===== config.mk =====
export PLATFORM = sky130hd
export DESIGN_NAME = windowed_noise_snr_estimator_core
export DESIGN_NICKNAME = d
export VERILOG_FILES = /design/src/hw/rtl/wnse_pkg.sv /design/src/hw/rtl/windowed_noise_snr_estimator_core.sv
export VERILOG_INCLUDE_DIRS = /design/src /design/src/hw/rtl
export SDC_FILE = /design/constraint.sdc
export NUM_CORES = 2
export LEC_CHECK = 0
export ABC_AREA = 1
export BUFFER_PORTS_ARGS = -buffer_cell sky130_fd_sc_hd__buf_2
export CORE_UTILIZATION = 65
export CTS_CLUSTER_SIZE = 20
export DETAILED_ROUTE_END_ITERATION = 7
export GPL_TIMING_DRIVEN = 0
export PLACE_DENSITY = 0.92
export SYNTH_ARGS = -nofsm -noshare
export SYNTH_HDL_FRONTEND = slang
export SYNTH_SLANG_ARGS = --single-unit
export TNS_END_PERCENT = 5

===== constraint.sdc =====
create_clock -name clk -period 20.5 [get_ports clk]
set_clock_uncertainty 0.1 [all_clocks]
set_input_delay 1.025 -clock clk [delete_from_list [all_inputs] [get_ports clk]]
set_output_delay 1.025 -clock clk [all_outputs]
set_load 0.05 [all_outputs]

===== src/hw/rtl/windowed_noise_snr_estimator_core_assert.svh =====
// Assertion macros for the windowed noise SNR estimator.
`ifndef WINDOWED_NOISE_SNR_ESTIMATOR_CORE_ASSERT_SVH
`define WINDOWED_NOISE_SNR_ESTIMATOR_CORE_ASSERT_SVH

`ifndef NO_ASSERTIONS

`define WNSE_ASSERT_IMP(label, clk, rst_n, ante, cons) \
    label: assert property (@(posedge clk) disable iff (!rst_n) (ante) |-> (cons)) \
        else $error("assertion failed: implication");

`define WNSE_ASSERT_NXT(label, clk, rst_n, ante, cons) \
    label: assert property (@(posedge clk) disable iff (!rst_n) (ante) |=> (cons)) \
        else $error("assertion failed: next cycle");

`else

`define WNSE_ASSERT_IMP(label, clk, rst_n, ante, cons)
`define WNSE_ASSERT_NXT(label, clk, rst_n, ante, cons)

`endif

`endif


===== src/hw/rtl/wnse_pkg.sv =====
// Types and constants of the windowed noise SNR estimator.
`timescale 1ns / 1ps

package wnse_pkg;

    localparam int SAMPLE_W  = 16;
    localparam int POWER_W   = 32;
    localparam int SKIP_W    = 12;
    localparam int WIN_W     = 13;
    localparam int PHASE_W   = 14;
    localparam int ACC_W     = 44;
    localparam int MAG_W     = 32;
    localparam int SNR_W     = 32;
    localparam int TOTAL_W   = 48;
    localparam int COUNT_W   = 32;
    localparam int CFG_IDX_W = 4;

    localparam int DIV_DIVIDEND_W = 48;
    localparam int DIV_DIVISOR_W  = 32;
    localparam int DIV_CNT_W      = 6;
    localparam logic [DIV_CNT_W-1:0] DIV_LAST = DIV_CNT_W'(DIV_DIVIDEND_W - 1);

    localparam logic [CFG_IDX_W-1:0] CFG_SKIP_LENGTH   = 4'd0;
    localparam logic [CFG_IDX_W-1:0] CFG_WINDOW_LENGTH = 4'd1;

    localparam logic [SKIP_W-1:0] SKIP_RESET = 12'd0;
    localparam logic [WIN_W-1:0]  WIN_RESET  = 13'd64;

    localparam logic signed [SNR_W-1:0]   SNR_MAX   = 32'sh7FFF_FFFF;
    localparam logic signed [SNR_W-1:0]   SNR_MIN   = 32'sh8000_0000;
    localparam logic signed [TOTAL_W-1:0] TOTAL_MAX = 48'sh7FFF_FFFF_FFFF;
    localparam logic signed [TOTAL_W-1:0] TOTAL_MIN = 48'sh8000_0000_0000;
    localparam logic [COUNT_W-1:0]        COUNT_MAX = 32'hFFFF_FFFF;

    typedef enum logic [3:0] {
        ST_IDLE,
        ST_MUL_I,
        ST_MUL_Q,
        ST_UPDATE,
        ST_DIV_NOISE,
        ST_SNR_PREP,
        ST_DIV_SNR,
        ST_SNR_SAT,
        ST_TOTAL,
        ST_EMIT
    } state_t;

endpackage


===== src/hw/rtl/windowed_noise_snr_estimator_core.sv =====
// Windowed noise SNR estimator: sequenced core with shared multiplier and divider.
`timescale 1ns / 1ps

// Each accepted sample comes back once on the output channel, unchanged, with
// estimate fields. An ordinary sample goes from acceptance to the next
// acceptance through two passes of one shared 16x16 multiplier, an
// accumulate step, and the output load. The sample that closes a noise
// window also runs the shared radix-2 divider: 48 steps for the window
// average and 48 more for the Q16.16 SNR quotient; when the window
// average is zero the second pass is skipped. A finished result sits in the
// output register while the next sample is accepted; a result not yet taken
// holds the core in its output step. Configuration writes are taken only
// while the core is idle; writes to the skip or window length abort any
// estimate in progress.
module windowed_noise_snr_estimator_core
    import wnse_pkg::*;
#(
    parameter int MAX_WINDOW = 4096
) (
    input  logic                        clk,
    input  logic                        rst_n,

    input  logic                        in_valid,
    output logic                        in_ready,
    input  logic signed [SAMPLE_W-1:0]  sample_i,
    input  logic signed [SAMPLE_W-1:0]  sample_q,
    input  logic                        tag_present,
    input  logic [POWER_W-1:0]          signal_power,

    output logic                        out_valid,
    input  logic                        out_ready,
    output logic signed [SAMPLE_W-1:0]  out_i,
    output logic signed [SAMPLE_W-1:0]  out_q,
    output logic                        estimate_valid,
    output logic signed [SNR_W-1:0]     snr_linear,
    output logic [POWER_W-1:0]          noise_power,
    output logic signed [TOTAL_W-1:0]   snr_total,
    output logic [COUNT_W-1:0]          estimate_count,

    input  logic                        cfg_valid,
    output logic                        cfg_ready,
    input  logic [CFG_IDX_W-1:0]        cfg_index,
    input  logic [31:0]                 cfg_data
);

`include "windowed_noise_snr_estimator_core_assert.svh"

    localparam logic [16:0] MaxWin = 17'(MAX_WINDOW);

    state_t state_reg, state_next;

    logic                       busy_reg, busy_next;
    logic [PHASE_W-1:0]         phase_reg, phase_next;
    logic [ACC_W-1:0]           acc_reg, acc_next;
    logic [POWER_W-1:0]         held_reg, held_next;
    logic signed [TOTAL_W-1:0]  sum_reg, sum_next;
    logic [COUNT_W-1:0]         count_reg, count_next;
    logic [SKIP_W-1:0]          skip_reg, skip_next;
    logic [WIN_W-1:0]           win_reg, win_next;
    logic [DIV_CNT_W-1:0]       cnt_reg, cnt_next;
    logic                       est_reg, est_next;
    logic                       out_valid_reg, out_valid_next;

    logic signed [SAMPLE_W-1:0] samp_i_reg, samp_i_next;
    logic signed [SAMPLE_W-1:0] samp_q_reg, samp_q_next;
    logic                       tag_reg, tag_next;
    logic [POWER_W-1:0]         power_reg, power_next;
    logic [MAG_W-1:0]           mag_reg, mag_next;
    logic [DIV_DIVISOR_W:0]     rem_reg, rem_next;
    logic [DIV_DIVIDEND_W-1:0]  quo_reg, quo_next;
    logic [DIV_DIVISOR_W-1:0]   div_reg, div_next;
    logic [POWER_W-1:0]         noise_reg, noise_next;
    logic                       neg_reg, neg_next;
    logic signed [SNR_W-1:0]    snr_reg, snr_next;

    logic signed [SAMPLE_W-1:0] oi_reg, oi_next;
    logic signed [SAMPLE_W-1:0] oq_reg, oq_next;
    logic                       oest_reg, oest_next;
    logic signed [SNR_W-1:0]    osnr_reg, osnr_next;
    logic [POWER_W-1:0]         onoise_reg, onoise_next;
    logic signed [TOTAL_W-1:0]  ototal_reg, ototal_next;
    logic [COUNT_W-1:0]         ocount_reg, ocount_next;

    logic                       mul_sel_q;
    logic                       div_run;
    logic                       in_fire;
    logic                       cfg_fire;
    logic                       out_free;
    logic [WIN_W-1:0]           weff;
    logic [PHASE_W-1:0]         limit;
    logic                       closes;
    logic signed [SAMPLE_W-1:0] mul_op;
    logic signed [2*SAMPLE_W-1:0] prod;
    logic [DIV_DIVISOR_W:0]     rem_sh;
    logic [DIV_DIVISOR_W+1:0]   trial;
    logic signed [POWER_W+1:0]  diff;
    logic [POWER_W+1:0]         diff_abs;
    logic signed [TOTAL_W:0]    sum_wide;

    // Effective window and window-closing limit
    always_comb
    begin
        if (win_reg == '0)
        begin
            weff = WIN_W'(1);
        end
        else if ({4'b0, win_reg} > MaxWin)
        begin
            weff = MaxWin[WIN_W-1:0];
        end
        else
        begin
            weff = win_reg;
        end
        limit  = {2'b0, skip_reg} + {1'b0, weff};
        closes = busy_reg && ((phase_reg + PHASE_W'(1)) == limit);
    end

    // Next state
    always_comb
    begin
        state_next = state_reg;
        unique case (state_reg)
            ST_IDLE:      if (in_fire) state_next = ST_MUL_I;
            ST_MUL_I:     state_next = ST_MUL_Q;
            ST_MUL_Q:     state_next = ST_UPDATE;
            ST_UPDATE:    state_next = closes ? ST_DIV_NOISE : ST_EMIT;
            ST_DIV_NOISE: if (cnt_reg == DIV_LAST) state_next = ST_SNR_PREP;
            ST_SNR_PREP:  state_next = (quo_reg[POWER_W-1:0] == '0) ? ST_TOTAL : ST_DIV_SNR;
            ST_DIV_SNR:   if (cnt_reg == DIV_LAST) state_next = ST_SNR_SAT;
            ST_SNR_SAT:   state_next = ST_TOTAL;
            ST_TOTAL:     state_next = ST_EMIT;
            ST_EMIT:      if (out_free) state_next = ST_IDLE;
            default:      state_next = ST_IDLE;
        endcase
    end

    // FSM outputs
    always_comb
    begin
        cfg_ready = 1'b0;
        in_ready  = 1'b0;
        mul_sel_q = 1'b0;
        div_run   = 1'b0;
        unique case (state_reg)
            ST_IDLE:
            begin
                cfg_ready = 1'b1;
                in_ready  = !cfg_valid;
            end
            ST_MUL_Q:
            begin
                mul_sel_q = 1'b1;
            end
            ST_DIV_NOISE, ST_DIV_SNR:
            begin
                div_run = 1'b1;
            end
            default:
            begin
                cfg_ready = 1'b0;
            end
        endcase
    end

    assign in_fire  = in_valid && in_ready;
    assign cfg_fire = cfg_valid && cfg_ready;
    assign out_free = !out_valid_reg || out_ready;

    // Shared multiplier and divider step, SNR difference and running total sum
    always_comb
    begin
        mul_op   = mul_sel_q ? samp_q_reg : samp_i_reg;
        prod     = mul_op * mul_op;
        rem_sh   = {rem_reg[DIV_DIVISOR_W-1:0], quo_reg[DIV_DIVIDEND_W-1]};
        trial    = {1'b0, rem_sh} - {2'b0, div_reg};
        diff     = $signed({2'b0, held_reg}) - $signed({2'b0, quo_reg[POWER_W-1:0]});
        diff_abs = diff[POWER_W+1] ? (~diff + 1'b1) : diff;
        sum_wide = $signed({sum_reg[TOTAL_W-1], sum_reg})
                 + $signed({{(TOTAL_W-SNR_W+1){snr_reg[SNR_W-1]}}, snr_reg});
    end

    // Datapath next values
    always_comb
    begin
        busy_next      = busy_reg;
        phase_next     = phase_reg;
        acc_next       = acc_reg;
        held_next      = held_reg;
        sum_next       = sum_reg;
        count_next     = count_reg;
        skip_next      = skip_reg;
        win_next       = win_reg;
        cnt_next       = cnt_reg;
        est_next       = est_reg;
        out_valid_next = out_valid_reg;
        samp_i_next    = samp_i_reg;
        samp_q_next    = samp_q_reg;
        tag_next       = tag_reg;
        power_next     = power_reg;
        mag_next       = mag_reg;
        rem_next       = rem_reg;
        quo_next       = quo_reg;
        div_next       = div_reg;
        noise_next     = noise_reg;
        neg_next       = neg_reg;
        snr_next       = snr_reg;
        oi_next        = oi_reg;
        oq_next        = oq_reg;
        oest_next      = oest_reg;
        osnr_next      = osnr_reg;
        onoise_next    = onoise_reg;
        ototal_next    = ototal_reg;
        ocount_next    = ocount_reg;

        if (out_valid_reg && out_ready)
        begin
            out_valid_next = 1'b0;
        end

        if (cfg_fire)
        begin
            busy_next = 1'b0;
            if (cfg_index == CFG_SKIP_LENGTH)
            begin
                skip_next = cfg_data[SKIP_W-1:0];
            end
            else if (cfg_index == CFG_WINDOW_LENGTH)
            begin
                win_next = cfg_data[WIN_W-1:0];
            end
            else
            begin
                busy_next = busy_reg;
            end
        end

        if (in_fire)
        begin
            samp_i_next = sample_i;
            samp_q_next = sample_q;
            tag_next    = tag_present;
            power_next  = signal_power;
            est_next    = 1'b0;
        end

        if (state_reg == ST_MUL_I)
        begin
            mag_next = MAG_W'($unsigned(prod));
        end

        if (state_reg == ST_MUL_Q)
        begin
            mag_next = mag_reg + MAG_W'($unsigned(prod));
        end

        if (state_reg == ST_UPDATE)
        begin
            if (busy_reg)
            begin
                if (phase_reg >= {2'b0, skip_reg})
                begin
                    acc_next = acc_reg + {{(ACC_W-MAG_W){1'b0}}, mag_reg};
                end
                phase_next = phase_reg + PHASE_W'(1);
                if (closes)
                begin
                    busy_next = 1'b0;
                    est_next  = 1'b1;
                    rem_next  = '0;
                    quo_next  = DIV_DIVIDEND_W'(acc_next);
                    div_next  = DIV_DIVISOR_W'(weff);
                    cnt_next  = '0;
                end
            end
            else if (tag_reg)
            begin
                busy_next  = 1'b1;
                phase_next = '0;
                acc_next   = '0;
                held_next  = power_reg;
            end
        end

        if (div_run)
        begin
            cnt_next = cnt_reg + DIV_CNT_W'(1);
            if (!trial[DIV_DIVISOR_W+1])
            begin
                rem_next = trial[DIV_DIVISOR_W:0];
                quo_next = {quo_reg[DIV_DIVIDEND_W-2:0], 1'b1};
            end
            else
            begin
                rem_next = rem_sh;
                quo_next = {quo_reg[DIV_DIVIDEND_W-2:0], 1'b0};
            end
        end

        if (state_reg == ST_SNR_PREP)
        begin
            noise_next = quo_reg[POWER_W-1:0];
            neg_next   = diff[POWER_W+1];
            rem_next   = '0;
            quo_next   = {diff_abs[POWER_W-1:0], 16'b0};
            div_next   = quo_reg[POWER_W-1:0];
            cnt_next   = '0;
            snr_next   = SNR_MAX;
        end

        if (state_reg == ST_SNR_SAT)
        begin
            if (neg_reg)
            begin
                if (quo_reg > DIV_DIVIDEND_W'(33'h1_0000_0000 >> 1))
                begin
                    snr_next = SNR_MIN;
                end
                else
                begin
                    snr_next = $signed(SNR_W'(0) - quo_reg[SNR_W-1:0]);
                end
            end
            else if (quo_reg > DIV_DIVIDEND_W'(SNR_MAX))
            begin
                snr_next = SNR_MAX;
            end
            else
            begin
                snr_next = $signed(quo_reg[SNR_W-1:0]);
            end
        end

        if (state_reg == ST_TOTAL)
        begin
            if (sum_wide[TOTAL_W] != sum_wide[TOTAL_W-1])
            begin
                sum_next = sum_wide[TOTAL_W] ? TOTAL_MIN : TOTAL_MAX;
            end
            else
            begin
                sum_next = sum_wide[TOTAL_W-1:0];
            end
            if (count_reg != COUNT_MAX)
            begin
                count_next = count_reg + COUNT_W'(1);
            end
        end

        if ((state_reg == ST_EMIT) && out_free)
        begin
            out_valid_next = 1'b1;
            oi_next        = samp_i_reg;
            oq_next        = samp_q_reg;
            oest_next      = est_reg;
            osnr_next      = est_reg ? snr_reg : '0;
            onoise_next    = est_reg ? noise_reg : '0;
            ototal_next    = est_reg ? sum_reg : '0;
            ocount_next    = est_reg ? count_reg : '0;
        end
    end

    always_ff @(posedge clk or negedge rst_n)
    begin
        if (!rst_n)
        begin
            state_reg     <= ST_IDLE;
            busy_reg      <= 1'b0;
            phase_reg     <= '0;
            acc_reg       <= '0;
            held_reg      <= '0;
            sum_reg       <= '0;
            count_reg     <= '0;
            skip_reg      <= SKIP_RESET;
            win_reg       <= WIN_RESET;
            cnt_reg       <= '0;
            est_reg       <= 1'b0;
            out_valid_reg <= 1'b0;
        end
        else
        begin
            state_reg     <= state_next;
            busy_reg      <= busy_next;
            phase_reg     <= phase_next;
            acc_reg       <= acc_next;
            held_reg      <= held_next;
            sum_reg       <= sum_next;
            count_reg     <= count_next;
            skip_reg      <= skip_next;
            win_reg       <= win_next;
            cnt_reg       <= cnt_next;
            est_reg       <= est_next;
            out_valid_reg <= out_valid_next;
        end
    end

    always_ff @(posedge clk)
    begin
        samp_i_reg <= samp_i_next;
        samp_q_reg <= samp_q_next;
        tag_reg    <= tag_next;
        power_reg  <= power_next;
        mag_reg    <= mag_next;
        rem_reg    <= rem_next;
        quo_reg    <= quo_next;
        div_reg    <= div_next;
        noise_reg  <= noise_next;
        neg_reg    <= neg_next;
        snr_reg    <= snr_next;
        oi_reg     <= oi_next;
        oq_reg     <= oq_next;
        oest_reg   <= oest_next;
        osnr_reg   <= osnr_next;
        onoise_reg <= onoise_next;
        ototal_reg <= ototal_next;
        ocount_reg <= ocount_next;
    end

    assign out_valid      = out_valid_reg;
    assign out_i          = oi_reg;
    assign out_q          = oq_reg;
    assign estimate_valid = oest_reg;
    assign snr_linear     = osnr_reg;
    assign noise_power    = onoise_reg;
    assign snr_total      = ototal_reg;
    assign estimate_count = ocount_reg;

    `WNSE_ASSERT_IMP(a_busy_blocks_ports, clk, rst_n, state_reg != ST_IDLE, !in_ready && !cfg_ready)
    `WNSE_ASSERT_NXT(a_accept_starts_mul, clk, rst_n, in_valid && in_ready, state_reg == ST_MUL_I)
    `WNSE_ASSERT_IMP(a_idle_fields_zero, clk, rst_n, out_valid && !estimate_valid, snr_linear == '0 && noise_power == '0 && snr_total == '0 && estimate_count == '0)
    `WNSE_ASSERT_IMP(a_count_nonzero, clk, rst_n, out_valid && estimate_valid, estimate_count != '0)

endmodule

==> run summary <==
Fill cells in the final layout number 5,639. The maximum net fanout on the critical path came out at 10. The root buffer cell chosen for the clock tree is sky130_fd_sc_hd__clkbuf_16. The register-to-register path setup slack is a little under 9000 ps. The final critical-path required period came out at approximately 12,000 ps.

TritonCTS created 70 clock buffers. By startpoint and endpoint, the worst setup path is classified as reg2reg. Sorting the synthesized cells by how often they occur yields sky130_fd_sc_hd__nand2_1, sky130_fd_sc_hd__inv_1, sky130_fd_sc_hd__nor2_1. The worst-margin pin slew is 1400 ps.

The cell at the slowest stage of the critical path is sky130_fd_sc_hd__nor3_1. The worst-case headroom to the max-slew limit is ~5.6%. The number of enable-type register cells in the synthesized netlist is approximately 400. The post-route antenna net violation count is 0. The via count of the first global-routing pass came out at around 44,000. The count of standard-cell rows came out at between 100 and 150. Relative to the synthesized area, the layout overhead comes to 10.1%.

Data on the critical path is required at its endpoint by between 20,000 and 25,000 ps. The horizontal extent of the die is ~280 um. The startpoint identified for the worst register-to-register timing path is state_reg[0]. The detailed-routing iteration count for the pre-antenna-repair pass is 8. Counting every instance in the synthesized netlist gives between 6,000 and 7,000. The worst setup path is captured at a flop. The number of buffers inserted to repair setup after CTS came out at 0.

The residual overflow from global routing came out at 0. The number of maximum-capacitance violations came out at 0. TritonCTS built the clock tree. In the final routed layout, each cell accounts on average for roughly 20 um.

The kind of cell adding the most delay to the critical path is adder cells. By area the synthesized netlist is led by sky130_fd_sc_hd__edfxtp_1, sky130_fd_sc_hd__nand2_1, sky130_fd_sc_hd__dfrtp_1. The total track usage came out at about two fifths.

The maximum buffer depth of the clock tree came out at 3. The vertical die dimension came out at between 200 and 300 um. The end of the worst register-to-register path is mag_reg[29]. The per-instance average area after synthesis is 7.98 um^2. The DRC violation total after the first TritonRoute iteration is roughly 5,200. The arrival time of data at the critical path endpoint is between 10,000 and 15,000 ps. The congestion estimate from routability-driven global placement came to between 1 and 1.5.

Setup violations remaining at the end of the flow were counted as 0. The clock-pin slew reported for the worst setup and hold paths after clock tree synthesis is around 60 ps. The worst reg2reg path depth is 39. The number of vias after detailed routing is 45,300. The count of nets after finishing came out at between 7,000 and 8,000. The placed wire-length estimate came out at between 100 and 150 mm.

The maximum clock frequency is roughly 85 MHz. The number of buffer and inverter instances along the worst setup path came out at 10. The clock latency on the worst-skew pair came out at around 640 ps.

The hold slack came out at between 200 and 300 ps. The global-route wire length before repair is 235 mm. The number of cells on the critical path came out at 39. STA classifies the critical path startpoint as a flop. The share of synthesized area occupied by flip-flops and latches came out at 36.7%. Setup repair after global routing left no endpoint under its margin.

The total routed wirelength came out at roughly 150 mm. The post-synth net total came out at 6,875. The number of buffers inserted for hold repair after clock tree synthesis is 0.

The synthesized netlist occupies a cell area of between 40,000 and 50,000 um^2. The clock net sink count is roughly 660. The initial utilization of the core area, before any placement, comes to approximately 66%. The worst path uses a little under three fifths of the clock period.

The remaining design rule violation count is 0. The die area is roughly 78,000 um^2. The run finished with clean final reports.

The number of distinct library cells after synthesis is 66. Pin placement for this block handled ~290 I/O pins. The maximum single-stage delay on the critical path is 1060 ps.

The worst-case setup slack after placement is roughly 9700 ps. Among the stages of the critical path, the cell type that occurs most often is sky130_fd_sc_hd__inv_1. The area inside the core boundary is 75,800 um^2. The number of hold violations in the final report came to 0. The biggest area contributor in the post-synthesis netlist is sky130_fd_sc_hd__edfxtp_1. After clock tree synthesis, the repair step resized 0 gates. The antenna diode count came out at 0. In this run the worst hold path is classified as in2async. The fraction of final layout cells with drive strength greater than 1 came out at 7.55%.

During placement, the flow inserted port buffers numbering between 200 and 300. The clock tree synthesis step divided the H-tree into 3 levels. In the routed layout, each cell is associated on average with a via count of around 6. The flip-flop cell with the highest count after synthesis is sky130_fd_sc_hd__edfxtp_1.

The number of antenna violations at the first check in global routing came out at 4. The number of max-slew violations in the final report came out at 0. The area share of the leading cell type in the synthesized netlist came out at about a quarter.

The number of register bits inferred by synthesis came out at between 600 and 700. The worst setup margin is 8720 ps. The largest net degree at the start of global routing came out at about 110. The post-route setup TNS came out at 0 ps. The count of synthesis-stage warnings from yosys came out at 0. The most common cell in the synthesized netlist is sky130_fd_sc_hd__nand2_1. Of all flip-flops after synthesis, the portion carrying an async set or reset was 31.6%.
-- cell usage in the layout (no fill, tap or decap), drive strengths merged, types with 5 or more instances in the layout --
cell    netlist  routed
mux2         31      31
edfxtp      403     403
dfxtp        48      48
a21boi       10      10
o211ai       57      57
clkinv       10      27
o21ai       375     375
clkbuf      105     205
a221oi        7       7
a31oi        33      33
fa          242     242
xor2        140     140
and2          6       6
dfrtp       207     207
xnor2        69      69
nand3b        9       9
ha          291     291
or2          26      26
nor2        585     585
and3          5       5
nand2      1462    1462
nand3       284     284
o22ai        23      23
nor4         27      27
inv        1139    1145
o21bai       25      25
nor3         71      71
o21a         16      16
a21o         29      29
buf          28     302
o221ai        8       8
a211oi        6       6
a21oi       353     353
nand4        82      82
-- per-stage QoR --
stage,area [um^2],std cells,util (%)
after floorplan,49800,6236,-
after global placement,52300,7480,69.0
after detailed placement,52500,7488,69.2
after CTS,54800,7617,72.2
after global routing,54800,7617,72.2
final,54800,7617,72.2
-- cells by family after synthesis --
| kind of cell | synth area share [%] |
|---|---|
| multiplexers | 0.742 |
| AO/OA/AOI/OAI | 10.8 |
| flip-flops | 36.7 |
| XOR/XNOR | 3.68 |
| AND/OR/NAND/NOR | 21.2 |
| adder cells (fa/ha/maj) | 17.1 |
| buffers and inverters | 9.77 |
-- worst register-to-register path: cells and delay by family, from the launching register on --
kind                     cells  cell delay [ps]
buffers and inverters       10             1980
adder cells (fa/ha/maj)      8             3350
flip-flops                   1              410
AO/OA/AOI/OAI               10             2670
XOR/XNOR                     1              310
AND/OR/NAND/NOR             10             2690
-- per-layer routing --
metal / wire length [um] / vias up / track usage, %
li1: - / 20900 / -
met1: 56700 / 21100 / 48.6
met2: 68200 / 2730 / 61.7
met3: 16300 / 657 / 9.39
met4: 9790 / 8 / 22.3
met5: 51 / - / 0
-- final cells by class --
cell class | instances | area, um^2 | share of cell area, %
buffer | 133 | 548 | 1.00
tap | 978 | 1220 | 2.23
multi-input combinational | 4295 | 26600 | 48.6
clock inverter | 29 | 297 | 0.541
inverter | 1149 | 4320 | 7.88
clock buffer | 100 | 1980 | 3.61
timing repair buffer | 274 | 1500 | 2.74
sequential | 659 | 18300 | 33.4
-- how the worst max path moves through the flow --
stage	slack (ps)	to	start
2_1_floorplan	11290	estimate_count[0]	out_ready
3_3_place_gp	8490	estimate_valid	out_ready
3_5_place_dp	9730	mag_reg[29]	state_reg[0]
4_1_cts	9460	mag_reg[29]	state_reg[0]
5_1_grt	8500	mag_reg[29]	state_reg[0]
6_report	8720	mag_reg[29]	state_reg[0]
Power is not shown: default switching activity piles up to over one toggle a cycle in this logic, so the estimate is an artifact.
